File: src/serial_acia_registers_top_defines.svh
// assertion macros for the serial adapter register block
// no dependencies; included by modules that carry assertions
`ifndef SERIAL_ACIA_REGISTERS_TOP_DEFINES_SVH
`define SERIAL_ACIA_REGISTERS_TOP_DEFINES_SVH
`ifndef SYNTHESIS
`define SAR_ASSERT(lbl, clk, rst_n, prop) \
  lbl: assert property (@(posedge clk) disable iff (!rst_n) prop) \
    else $error("sar assertion failed");
`define SAR_ASSERT_NR(lbl, clk, prop) \
  lbl: assert property (@(posedge clk) prop) \
    else $error("sar assertion failed");
`else
`define SAR_ASSERT(lbl, clk, rst_n, prop)
`define SAR_ASSERT_NR(lbl, clk, prop)
`endif
`endif

File: src/sar_pkg.sv
// types and constants for the serial adapter register block
// no dependencies
`default_nettype none
package sar_pkg;

  localparam logic [1:0] ACT_READ  = 2'd0;
  localparam logic [1:0] ACT_WRITE = 2'd1;
  localparam logic [1:0] ACT_TICK  = 2'd2;

  localparam logic [1:0] CFG_CHAR_CYCLES = 2'd0;
  localparam logic [1:0] CFG_IRQ_SELECT  = 2'd1;
  localparam logic [1:0] CFG_LF_TO_CR    = 2'd2;

  localparam int CFG_DATA_W = 16;
  localparam int WAIT_W     = 16;

  localparam logic [7:0] CTRL_TX_MASK = 8'h60;
  localparam logic [7:0] CTRL_TX_IRQ  = 8'h20;
  localparam logic [7:0] CTRL_RX_IRQ  = 8'h80;
  localparam logic [7:0] CHAR_LF      = 8'h0a;
  localparam logic [7:0] CHAR_CR      = 8'h0d;

  localparam logic [1:0] IRQ_SEL_RESET = 2'd2;

  typedef struct packed {
    logic [1:0] action;
    logic       reg_select;
    logic [7:0] write_data;
    logic [7:0] elapsed_cycles;
    logic       rx_valid;
    logic [7:0] rx_char;
  } sar_in_t;

  typedef struct packed {
    logic [7:0] read_data;
    logic       tx_valid;
    logic [7:0] tx_char;
    logic       rx_taken;
    logic [1:0] interrupt_out;
  } sar_out_t;

endpackage
`default_nettype wire

File: src/serial_acia_registers_top.sv
// serial adapter register block: bus read/write and time tick handling
// depends on sar_pkg and serial_acia_registers_top_defines.svh
//
//   channel  | direction | ports                        | payload
//   in_      | input     | in_valid, in_stall, in_word  | sar_in_t
//   out_     | output    | out_valid, out_stall, out_word | sar_out_t
//   cfg_     | input     | cfg_we, cfg_index, cfg_wdata | 16 bit data
//
// one word per cycle while in_stall is low: the whole step is flag logic and two 16 bit
// down counters, done between the input port and the result register
// the result is registered and valid in the cycle after accept
// rst_n is synchronous; result valid and all state but the result word clear to reset values
// in_stall is raised only while a result is held and out_stall is high
`default_nettype none
`include "serial_acia_registers_top_defines.svh"
module serial_acia_registers_top (
  input  wire logic                           clk,
  input  wire logic                           rst_n,
  input  wire logic                           in_valid,
  output logic                                in_stall,
  input  wire sar_pkg::sar_in_t               in_word,
  output logic                                out_valid,
  input  wire logic                           out_stall,
  output sar_pkg::sar_out_t                   out_word,
  input  wire logic                           cfg_we,
  input  wire logic [1:0]                     cfg_index,
  input  wire logic [sar_pkg::CFG_DATA_W-1:0] cfg_wdata
);

  logic [sar_pkg::WAIT_W-1:0] char_cycles_r;
  logic [1:0]                 irq_sel_r;
  logic                       lf_to_cr_r;

  logic [7:0]                 control_r, control_nxt;
  logic                       rx_full_r, rx_full_nxt;
  logic                       tx_empty_r, tx_empty_nxt;
  logic                       irq_flag_r, irq_flag_nxt;
  logic [7:0]                 tx_byte_r, tx_byte_nxt;
  logic [7:0]                 rx_byte_r, rx_byte_nxt;
  logic [sar_pkg::WAIT_W-1:0] tx_wait_r, tx_wait_nxt;
  logic [sar_pkg::WAIT_W-1:0] rx_wait_r, rx_wait_nxt;

  logic                       out_valid_r;
  sar_pkg::sar_out_t          out_word_r, res_nxt;

  logic                       in_acc;
  logic [sar_pkg::WAIT_W-1:0] elapsed_ext, tx_dec, rx_dec;
  logic [7:0]                 rx_conv;

  assign in_stall  = out_valid_r & out_stall;
  assign in_acc    = in_valid & ~in_stall;
  assign out_valid = out_valid_r;
  assign out_word  = out_word_r;

  assign elapsed_ext = {{(sar_pkg::WAIT_W-8){1'b0}}, in_word.elapsed_cycles};
  assign tx_dec = (tx_wait_r > elapsed_ext) ? (tx_wait_r - elapsed_ext) : '0;
  assign rx_dec = (rx_wait_r > elapsed_ext) ? (rx_wait_r - elapsed_ext) : '0;
  assign rx_conv = (lf_to_cr_r && in_word.rx_char == sar_pkg::CHAR_LF) ?
                   sar_pkg::CHAR_CR : in_word.rx_char;

  always_comb begin
    control_nxt  = control_r;
    rx_full_nxt  = rx_full_r;
    tx_empty_nxt = tx_empty_r;
    irq_flag_nxt = irq_flag_r;
    tx_byte_nxt  = tx_byte_r;
    rx_byte_nxt  = rx_byte_r;
    tx_wait_nxt  = tx_wait_r;
    rx_wait_nxt  = rx_wait_r;
    res_nxt      = '0;
    unique case (in_word.action)
      sar_pkg::ACT_READ: begin
        if (!in_word.reg_select) begin
          res_nxt.read_data = {irq_flag_r, 5'b0, tx_empty_r, rx_full_r};
        end else begin
          res_nxt.read_data = rx_byte_r;
          irq_flag_nxt      = 1'b0;
          rx_full_nxt       = 1'b0;
          rx_wait_nxt       = char_cycles_r;
        end
      end
      sar_pkg::ACT_WRITE: begin
        if (!in_word.reg_select) begin
          control_nxt = in_word.write_data;
        end else begin
          tx_byte_nxt  = in_word.write_data;
          tx_wait_nxt  = char_cycles_r;
          irq_flag_nxt = 1'b0;
          tx_empty_nxt = 1'b0;
        end
      end
      sar_pkg::ACT_TICK: begin
        tx_wait_nxt = tx_dec;
        rx_wait_nxt = rx_dec;
        // a send takes the tick, receive only when nothing goes out
        priority if (tx_dec == '0 && !tx_empty_r) begin
          res_nxt.tx_valid = 1'b1;
          res_nxt.tx_char  = tx_byte_r;
          tx_empty_nxt     = 1'b1;
          if ((control_r & sar_pkg::CTRL_TX_MASK) == sar_pkg::CTRL_TX_IRQ) begin
            irq_flag_nxt          = 1'b1;
            res_nxt.interrupt_out = irq_sel_r;
          end
        end else if (rx_dec == '0 && !rx_full_r && in_word.rx_valid) begin
          rx_byte_nxt      = rx_conv;
          rx_full_nxt      = 1'b1;
          res_nxt.rx_taken = 1'b1;
          if ((control_r & sar_pkg::CTRL_RX_IRQ) != 8'h00) begin
            irq_flag_nxt          = 1'b1;
            res_nxt.interrupt_out = irq_sel_r;
          end
        end else begin
          res_nxt.rx_taken = 1'b0;
        end
      end
      default: begin
        res_nxt = '0;
      end
    endcase
  end

  always_ff @(posedge clk) begin
    if (!rst_n) begin
      char_cycles_r <= '0;
      irq_sel_r     <= sar_pkg::IRQ_SEL_RESET;
      lf_to_cr_r    <= 1'b1;
    end else if (cfg_we) begin
      unique case (cfg_index)
        sar_pkg::CFG_CHAR_CYCLES: char_cycles_r <= cfg_wdata;
        sar_pkg::CFG_IRQ_SELECT:  irq_sel_r     <= cfg_wdata[1:0];
        sar_pkg::CFG_LF_TO_CR:    lf_to_cr_r    <= cfg_wdata[0];
        default: ;
      endcase
    end
  end

  always_ff @(posedge clk) begin
    if (!rst_n) begin
      control_r   <= '0;
      rx_full_r   <= 1'b0;
      tx_empty_r  <= 1'b1;
      irq_flag_r  <= 1'b0;
      tx_byte_r   <= '0;
      rx_byte_r   <= '0;
      tx_wait_r   <= '0;
      rx_wait_r   <= '0;
      out_valid_r <= 1'b0;
    end else begin
      if (in_acc) begin
        control_r  <= control_nxt;
        rx_full_r  <= rx_full_nxt;
        tx_empty_r <= tx_empty_nxt;
        irq_flag_r <= irq_flag_nxt;
        tx_byte_r  <= tx_byte_nxt;
        rx_byte_r  <= rx_byte_nxt;
        tx_wait_r  <= tx_wait_nxt;
        rx_wait_r  <= rx_wait_nxt;
      end
      if (in_acc) begin
        out_valid_r <= 1'b1;
      end else if (!out_stall) begin
        out_valid_r <= 1'b0;
      end
    end
  end

  always_ff @(posedge clk) begin
    if (in_acc) begin
      out_word_r <= res_nxt;
    end
  end

  // result word and state move together, so a held result matches the flags
  `SAR_ASSERT(a_tx_sets_empty, clk, rst_n, (out_valid_r && out_word_r.tx_valid) |-> tx_empty_r)
  `SAR_ASSERT(a_rx_sets_full, clk, rst_n, (out_valid_r && out_word_r.rx_taken) |-> rx_full_r)
  `SAR_ASSERT(a_irq_sets_flag, clk, rst_n,
    (out_valid_r && out_word_r.interrupt_out != 2'd0) |-> irq_flag_r)
  `SAR_ASSERT(a_tick_no_grow, clk, rst_n,
    (in_acc && in_word.action == sar_pkg::ACT_TICK) |=>
    (tx_wait_r <= $past(tx_wait_r) && rx_wait_r <= $past(rx_wait_r)))
  `SAR_ASSERT(a_one_event, clk, rst_n, out_valid_r |-> !(out_word_r.tx_valid && out_word_r.rx_taken))
  `SAR_ASSERT_NR(a_reset_idle, clk, !rst_n |=> !out_valid_r)

endmodule
`default_nettype wire
File: config.mk
export PLATFORM = sky130hd
export DESIGN_NAME = serial_acia_registers_top
export DESIGN_NICKNAME = d
export VERILOG_FILES = /design/src/sar_pkg.sv /design/src/serial_acia_registers_top.sv
export VERILOG_INCLUDE_DIRS = /design/src /design/src/src
export SDC_FILE = /design/constraint.sdc
export NUM_CORES = 1
export LEC_CHECK = 0
export ABC_AREA = 1
export CORE_UTILIZATION = 58
export DETAILED_ROUTE_END_ITERATION = 10
export DONT_BUFFER_PORTS = 1
export PLACE_DENSITY = 0.8
export SYNTH_ARGS = -nofsm -noshare
export SYNTH_HDL_FRONTEND = slang
export SYNTH_SLANG_ARGS = --single-unit
File: constraint.sdc
create_clock -name clk -period 2.5 [get_ports clk]
set_clock_uncertainty 0.05 [all_clocks]
set_input_delay 0.25 -clock clk [delete_from_list [all_inputs] [get_ports clk]]
set_output_delay 0.25 -clock clk [all_outputs]
set_load 0.01 [all_outputs]
==> metrics.md, run 1 <==
| Metric | Value |
|---|---|
| Count leader, synth | `nand2_1` |
| Seq cells post-synth | `94` |
| All-Layer GR Usage | `33.2%` |
| DRC violations left | `0` |
| Fin Hold WS | `2.12 ps` |
| Power Dens Cells | `597 nW/um^2` |
| Hold path startpoint | `cfg_wdata[0]` |
| Pwr Total | `4.44 mW` |
| DR vias | `6151` |
| Core ar. | `9730 um^2` |
| Outcome | `finished, violations left` |
| Initial drt markers | `481` |
| Final setup margin | `-176 ps` |
| Commonest cells post-synth | `193 x nand2_1, 123 x inv_1, 123 x nor2_1, 74 x dfxtp_1, 71 x nand3_1` |
| Number of synthesized flops with an enable pin | `20` |
| TritonRoute pass-1 iters | `8` |
| Routed Wire Length | `18000 um` |
| Final instance area | `7430 um^2` |
| Failing checks | `negative setup slack` |
| Worst min-delay path class | `in -> reg` |
| Leakage | `3.31 nW` |
| Synthesized cell area | `5800 um^2` |
| Synth Flop Type | `dfxtp_1` |
| Synthesized area per cell | `6.72 um^2` |
| Slew Limit Headroom | `65.6%` |
| Pre-CTS WS | `-234 ps` |
| Reg2reg start | `rx_wait_r[0]` |
| # port buffers | `0` |
| FFs w/ async S/R, synth | `0%` |
| GP Congestion | `1.05` |
| Die outline height | `102 um` |
| Critical path endpoint category | `register` |
| Nets | `1008` |
| CTS tree | `yes` |
| Setup crit start | `rx_wait_r[0]` |
| Sequential element share of the synthesized area | `35.9%` |
| Worst-path maximum fanout | `8` |
| I/O Pins | `73` |
| H-tree depth | `3` |
| Clk buf depth | `2` |
| Yosys cell types | `40` |
| # setup viols final | `22` |
| Slew @ Worst Pin | `515 ps` |
| Clock slew at reported path FFs | `110 ps` |
| Post-detail-place hpwl | `11900 um` |
| Largest net degree at the start of global routing | `71` |
| Drt wl/cell | `16.7 um` |
| Antenna-violating nets left | `0` |
| Fill cell count | `702` |
| Crit path time final | `2680 ps` |
| Clock tree sinks | `94` |
| Cell taking the most area after synthesis | `dfxtp_1` |
| Share of the synthesized area in the top cell type | `25.5%` |
| IR drop worst, VDD | `0.606 mV` |
| Die W | `102 um` |
| CP required | `2720 ps` |
| Synthesis-to-layout area growth | `27.9%` |
| Placed cell area | `6290 um^2` |
| Die area | `10400 um^2` |
| Clock Latency Late Sink | `370 ps` |
| Initial core utilization | `59.7%` |
| Initial antenna violation count | `0` |
| Syn Nets | `933` |
| Root Driver | `clkbuf_8` |
| CTS Buf Count | `9` |
| Core Rows | `36` |
| Max Slew Vio Count | `0` |
| Vias in the first global route | `5673` |
| Overflow after GRT | `0` |
| Final hold vios | `0` |
| Layout cells sized above 1 | `24.6%` |
| Largest cells by area after synthesis | `dfxtp_1 26%, nand2_1 12%, edfxtp_1 10%, inv_1 8.0%, nor2_1 8.0%` |
| Synth warn | `0` |
| Vias per cell | `5.71` |
| Diode count | `0` |
| RSZ-0062 raised after global routing | `true` |
| Tcrit/Tclk final | `107%` |
| Max frequency | `0.374 GHz` |
| First-pass GRT wire length | `26900 um` |
| Kind of critical path | `reg -> reg` |
| Type of origin of the critical path | `register` |
| Crit path arrival time | `2890 ps` |
| Post-Synthesis Cells | `864` |
| Max cap viols | `0` |
[metrics by stage]
step | utilization (%) | cells | setup TNS [ps]
after floorplan | - | 864 | 0
after global placement | 64.6 | 1027 | -1570
after detailed placement | 64.6 | 1027 | -3790
after CTS | 70.7 | 1069 | -1270
after global routing | 76.3 | 1077 | -4900
final | 76.3 | 1077 | -1820
[area by class of cell]
class	instances	area, um^2	area share (%)
clock inverter	6	77.6	1.04
tap	133	166	2.24
timing repair buffer	88	757	10.2
sequential	94	2090	28.1
multi-input combinational	618	3730	50.2
inverter	128	483	6.50
clock buffer	10	128	1.72
[worst max-delay path: stages (launching register included)]
cell     delay (ps)
dfxtp_2         340
inv_2            70
ha_4            140
fa_2            220
inv_2            50
nand3_2          70
nand2_4          80
nand2_4          90
nand2_2          80
nand2_4         120
nand2_8          90
buf_6           130
nand2_4          50
nand2_4          50
nor2_2          130
nand4_1         210
nor2_4          260
nand3_4         150
nor2_1          140
nor2_1           50
[power by group]
group / internal, mW / total (mW) / leakage [nW] / switching (mW)
combinational: 0.669 / 1.67 / 2.40 / 0.997
sequential: 1.63 / 1.69 / 0.809 / 0.0672
clock: 0.483 / 1.08 / 0.101 / 0.594
total: 2.78 / 4.44 / 3.31 / 1.66
[routing by layer]
metal | global-route usage (%) | routed length (um)
met1 | 43.7 | 7310
met2 | 56.3 | 8600
met3 | 4.72 | 1390
met4 | 9.89 | 680
met5 | 0 | 0
[sequential cells by signal, summed over array words and instances (netlist names)]
register	count
lf_to_cr_r	1
rx_wait_r	16
out_valid	1
tx_empty_r	1
irq_sel_r	2
tx_wait_r	16
irq_flag_r	1
char_cycles_r	16
out_word	20
rx_byte_r	8
control_r	3
tx_byte_r	8
rx_full_r	1
[cell usage in the layout, fill, tap and decap left out, drive strengths merged]
| cell | n |
|---|---|
| nand2 | 211 |
| nor2 | 137 |
| inv | 130 |
| nand3 | 80 |
| dfxtp | 74 |
| o21ai | 67 |
| buf | 67 |
| a31oi | 32 |
| a21oi | 28 |
| dlygate4sd3 | 21 |
| edfxtp | 20 |
| nand4 | 17 |
| ha | 16 |
| clkbuf | 10 |
| nor3 | 9 |
| o211ai | 4 |
| o22ai | 3 |
| nand3b | 2 |
| xor2 | 2 |
| fa | 2 |
| clkinv | 2 |
| xnor2 | 2 |
| or2 | 1 |
| and3 | 1 |
| o21bai | 1 |
| nor4 | 1 |
| a21boi | 1 |
| and2 | 1 |
| bufinv | 1 |
| clkinvlp | 1 |
[logic make-up (layout without fill, tap and decap cells)]
| kind of cell | after synthesis | count (layout) | share of synthesized area (%) |
|---|---|---|---|
| AO/OA/AOI/OAI | 136 | 136 | 13.1 |
| XOR/XNOR | 4 | 4 | 0.604 |
| adder cells (fa/ha/maj) | 18 | 18 | 4.14 |
| buffers and inverters | 154 | 232 | 10.3 |
| flip-flops | 94 | 94 | 35.9 |
| AND/OR/NAND/NOR | 458 | 460 | 36.0 |
[what timing repair did]
item	CTS	global route
resized for setup	37	105
hold endpoints to repair	72	0
gates cloned	0	2
hold buffers	22	0
setup buffers	4	6
endpoints found under the setup margin	23	23
pin swaps	25	46
[final timing paths]
check | to | slack (ps) | depth (start not counted)
max | rx_byte_r[7] | -180 | 19
min | char_cycles_r[0] | 2 | 2
max reg2reg | rx_byte_r[7] | -180 | 19
min reg2reg | tx_byte_r[4] | 410 | 2
(Power assumes the default switching activity.)
==> run 2, diff against run 1 <==
- CORE_ASPECT_RATIO: unset -> 0.7
- HOLD_SLACK_MARGIN: unset -> 0.02
==> metrics.md, run 2 (synthesized netlist as in run 1, its figures left out) <==
| Metric | Value |
|---|---|
| Worst path cell trace | `inv_2 -> ha_4 -> fa_2 -> inv_2 -> nand3_2 -> nand2_4 -> nand2_4 -> nand2_4 -> nand2_4 -> nand2_8 -> buf_4 -> nand3_2 -> inv_2 -> nor2_1 -> nand2_1 -> nor2_4 -> nand4_4 -> nand2_1 -> nand2_1 -> nor2_1` |
| Initial antenna violation count | `0 (unchanged)` |
| Overflow after GRT | `0 (unchanged)` |
| Die W | `122 um (+19%)` |
| Slowest-stage cell, CP | `dfxtp_2` |
| Layout cells sized above 1 | `27.8% (+3.2 points)` |
| Slew @ Worst Pin | `595 ps (+79.3 ps)` |
| Final core utilization | `80.0% (+3.7 points)` |
| CP required | `2740 ps (+20 ps)` |
| IR drop worst, VDD | `0.407 mV (-33%)` |
| CTS Buf Count | `9 (unchanged)` |
| # port buffers | `0 (unchanged)` |
| Core Rows | `30 (-17%)` |
| # setup viols final | `23 (+4.5%)` |
| Vias in the first global route | `5631 (-0.74%)` |
| Crit path buf inv count | `4 (+1)` |
| Type of origin of the critical path | `register` |
| Worst min-delay path class | `in -> reg` |
| Nets | `1031 (+2.3%)` |
| Final hold vios | `0 (unchanged)` |
| Vias per cell | `6.24 (+9.2%)` |
| Synthesis-to-layout area growth | `34.0%` |
| Crit-path most repeated cell | `nand2_4` |
| Post-detail-place hpwl | `12500 um (+4.3%)` |
| All-Layer GR Usage | `34.9% (+1.7 points)` |
| CP delay by family, top | `simple AND/OR/NAND/NOR gates` |
| Most frequent cells in the layout | `163 x nand2_1, 117 x inv_1, 99 x nor2_1, 78 x buf_4, 68 x dfxtp_1` |
| Placed cell area | `6330 um^2 (+0.78%)` |
| Critical Path Max Stage Delay | `330 ps (about the same)` |
| Die outline height | `85.7 um (-16%)` |
| Antenna-violating nets left | `0 (unchanged)` |
| Register-to-Register Setup Slack | `-350 ps (-170 ps)` |
| Clock tree sinks | `94 (unchanged)` |
| Kind of critical path | `reg -> reg` |
| Power Dens Cells | `636 nW/um^2 (+6.4%)` |
| Max cap viols | `0 (unchanged)` |
| Pwr Total | `4.94 mW (+11%)` |
| Clock slew at reported path FFs | `70 ps (-40 ps)` |
| Commonest non-fill, non-tap cell in the layout | `nand2_1` |
| CTS tree | `yes` |
| TritonRoute pass-1 iters | `7 (-1)` |
| Pre-CTS WS | `-331 ps (-96.9 ps)` |
| RSZ-0062 raised after global routing | `true` |
| Tcrit/Tclk final | `114% (+6.9 points)` |
| DRC violations left | `0 (unchanged)` |
| Setup crit start | `rx_wait_r[0]` |
| Core ar. | `9720 um^2 (about the same)` |
| Reg2Reg Depth | `20 (+1)` |
| FF-to-FF End | `rx_byte_r[7]` |
| Diode count | `0 (unchanged)` |
| Largest net degree at the start of global routing | `65 (-8.5%)` |
| Fin Setup TNS | `-5110 ps (-3300 ps)` |
| Routed Wire Length | `20600 um (+14%)` |
| Final setup margin | `-349 ps (-173 ps)` |
| Final instance area | `7780 um^2 (+4.7%)` |
| I/O Pins | `73 (unchanged)` |
| H-tree depth | `3 (unchanged)` |
| Slew Limit Headroom | `60.1% (-5.5 points)` |
| Die area | `10400 um^2 (about the same)` |
| Initial drt markers | `1154 (+140%)` |
| Critical path depth in cells | `20 (+1)` |
| DR vias | `6828 (+11%)` |
| Reg2reg start | `rx_wait_r[0]` |
| Clock Latency Late Sink | `350 ps (-20 ps)` |
| Critical path endpoint category | `register` |
| GP Congestion | `0.959 (-9.1%)` |
| Max reg flops | `20 (unchanged)` |
| First-pass GRT wire length | `28000 um (+4.2%)` |
| Leakage | `3.48 nW (+5.1%)` |
| Root Driver | `clkbuf_16` |
| Drt wl/cell | `18.8 um (+12%)` |
| Crit path arrival time | `3090 ps (+200 ps)` |
| Crit path time final | `2850 ps (+173 ps)` |
| Outcome | `finished, violations left` |
| Failing checks | `negative setup slack` |
| Worst-path maximum fanout | `8 (unchanged)` |
| Initial core utilization | `59.7% (about the same)` |
| Max frequency | `0.351 GHz (-6.1%)` |
| Worst Setup EP | `rx_byte_r[7]` |
| Clk buf depth | `2 (unchanged)` |
| Max Slew Vio Count | `0 (unchanged)` |
-- run 2: changes by cell type in the layout (fill, tap and decap cells not counted), moves of 4 or more --
cell,change
buf_4,+18
buf_6,+4
clkbuf_16,+9
clkbuf_8,-9
nor2_1,-5
nor2_4,+5
-- run 2: worst register-to-register path, stage by stage (launching register included) --
cell,delay (ps)
dfxtp_2,330
inv_2,60
ha_4,140
fa_2,210
inv_2,50
nand3_2,80
nand2_4,90
nand2_4,110
nand2_4,70
nand2_4,90
nand2_8,80
buf_4,160
nand3_2,120
inv_2,60
nor2_1,170
nand2_1,160
nor2_4,250
nand4_4,200
nand2_1,150
nand2_1,80
nor2_1,100
-- run 2: area by class of cell --
class / instances / area [um^2]
Multi-Input combinational cell: 618 / 3820
Sequential cell: 94 / 2090
Fill cell: 577 / 1940
Timing Repair Buffer: 110 / 932
Inverter: 128 / 485
Clock buffer: 9 / 225
Tap cell: 128 / 160
Clock inverter: 7 / 62.6
Timing Repair inverter: 1 / 6.26
-- run 2: timing repair --
item | CTS | global route
setup buffers | 6 | 17
gates resized for setup | 58 | 116
hold buffers | 20 | 2
hold endpoints to repair | 67 | 1
cloned | 1 | 2
endpoints found under the setup margin | 23 | 23
pin swaps | 27 | 50
-- run 2: where the power goes --
part	switching, mW	internal [mW]
Clock	0.660	0.698
Sequential	0.0710	1.63
Combinational	1.13	0.758
Total	1.86	3.08
-- run 2: per-layer routing --
metal | track usage, % | up-vias | share of wire [%]
li1 | - | 3022 | -
met1 | 49.1 | 3171 | 40
met2 | 54.9 | 530 | 45
met3 | 6.58 | 105 | 11
met4 | 9.43 | 0 | 4.2
met5 | 0 | - | 0
-- run 2: per-stage QoR --
stage / instances / hold slack, ps
finish: 1095 / 14.6
global route: 1095 / 29.8
CTS: 1074 / 20.5
detailed placement: 1031 / 320
global placement: 1031 / 310
floorplan: 864 / 330
-- run 2: worst min path at each step --
stage | end | slack [ps] | cells past startpoint | start
after floorplan | irq_sel_r[1] | 330 | 2 | cfg_wdata[1]
after global routing | control_r[5] | 30 | 2 | in_word[22]
after CTS | char_cycles_r[8] | 20 | 2 | rst_n
after detailed placement | irq_sel_r[1] | 320 | 1 | rst_n
final | char_cycles_r[10] | 10 | 2 | rst_n
after global placement | irq_sel_r[1] | 310 | 1 | rst_n
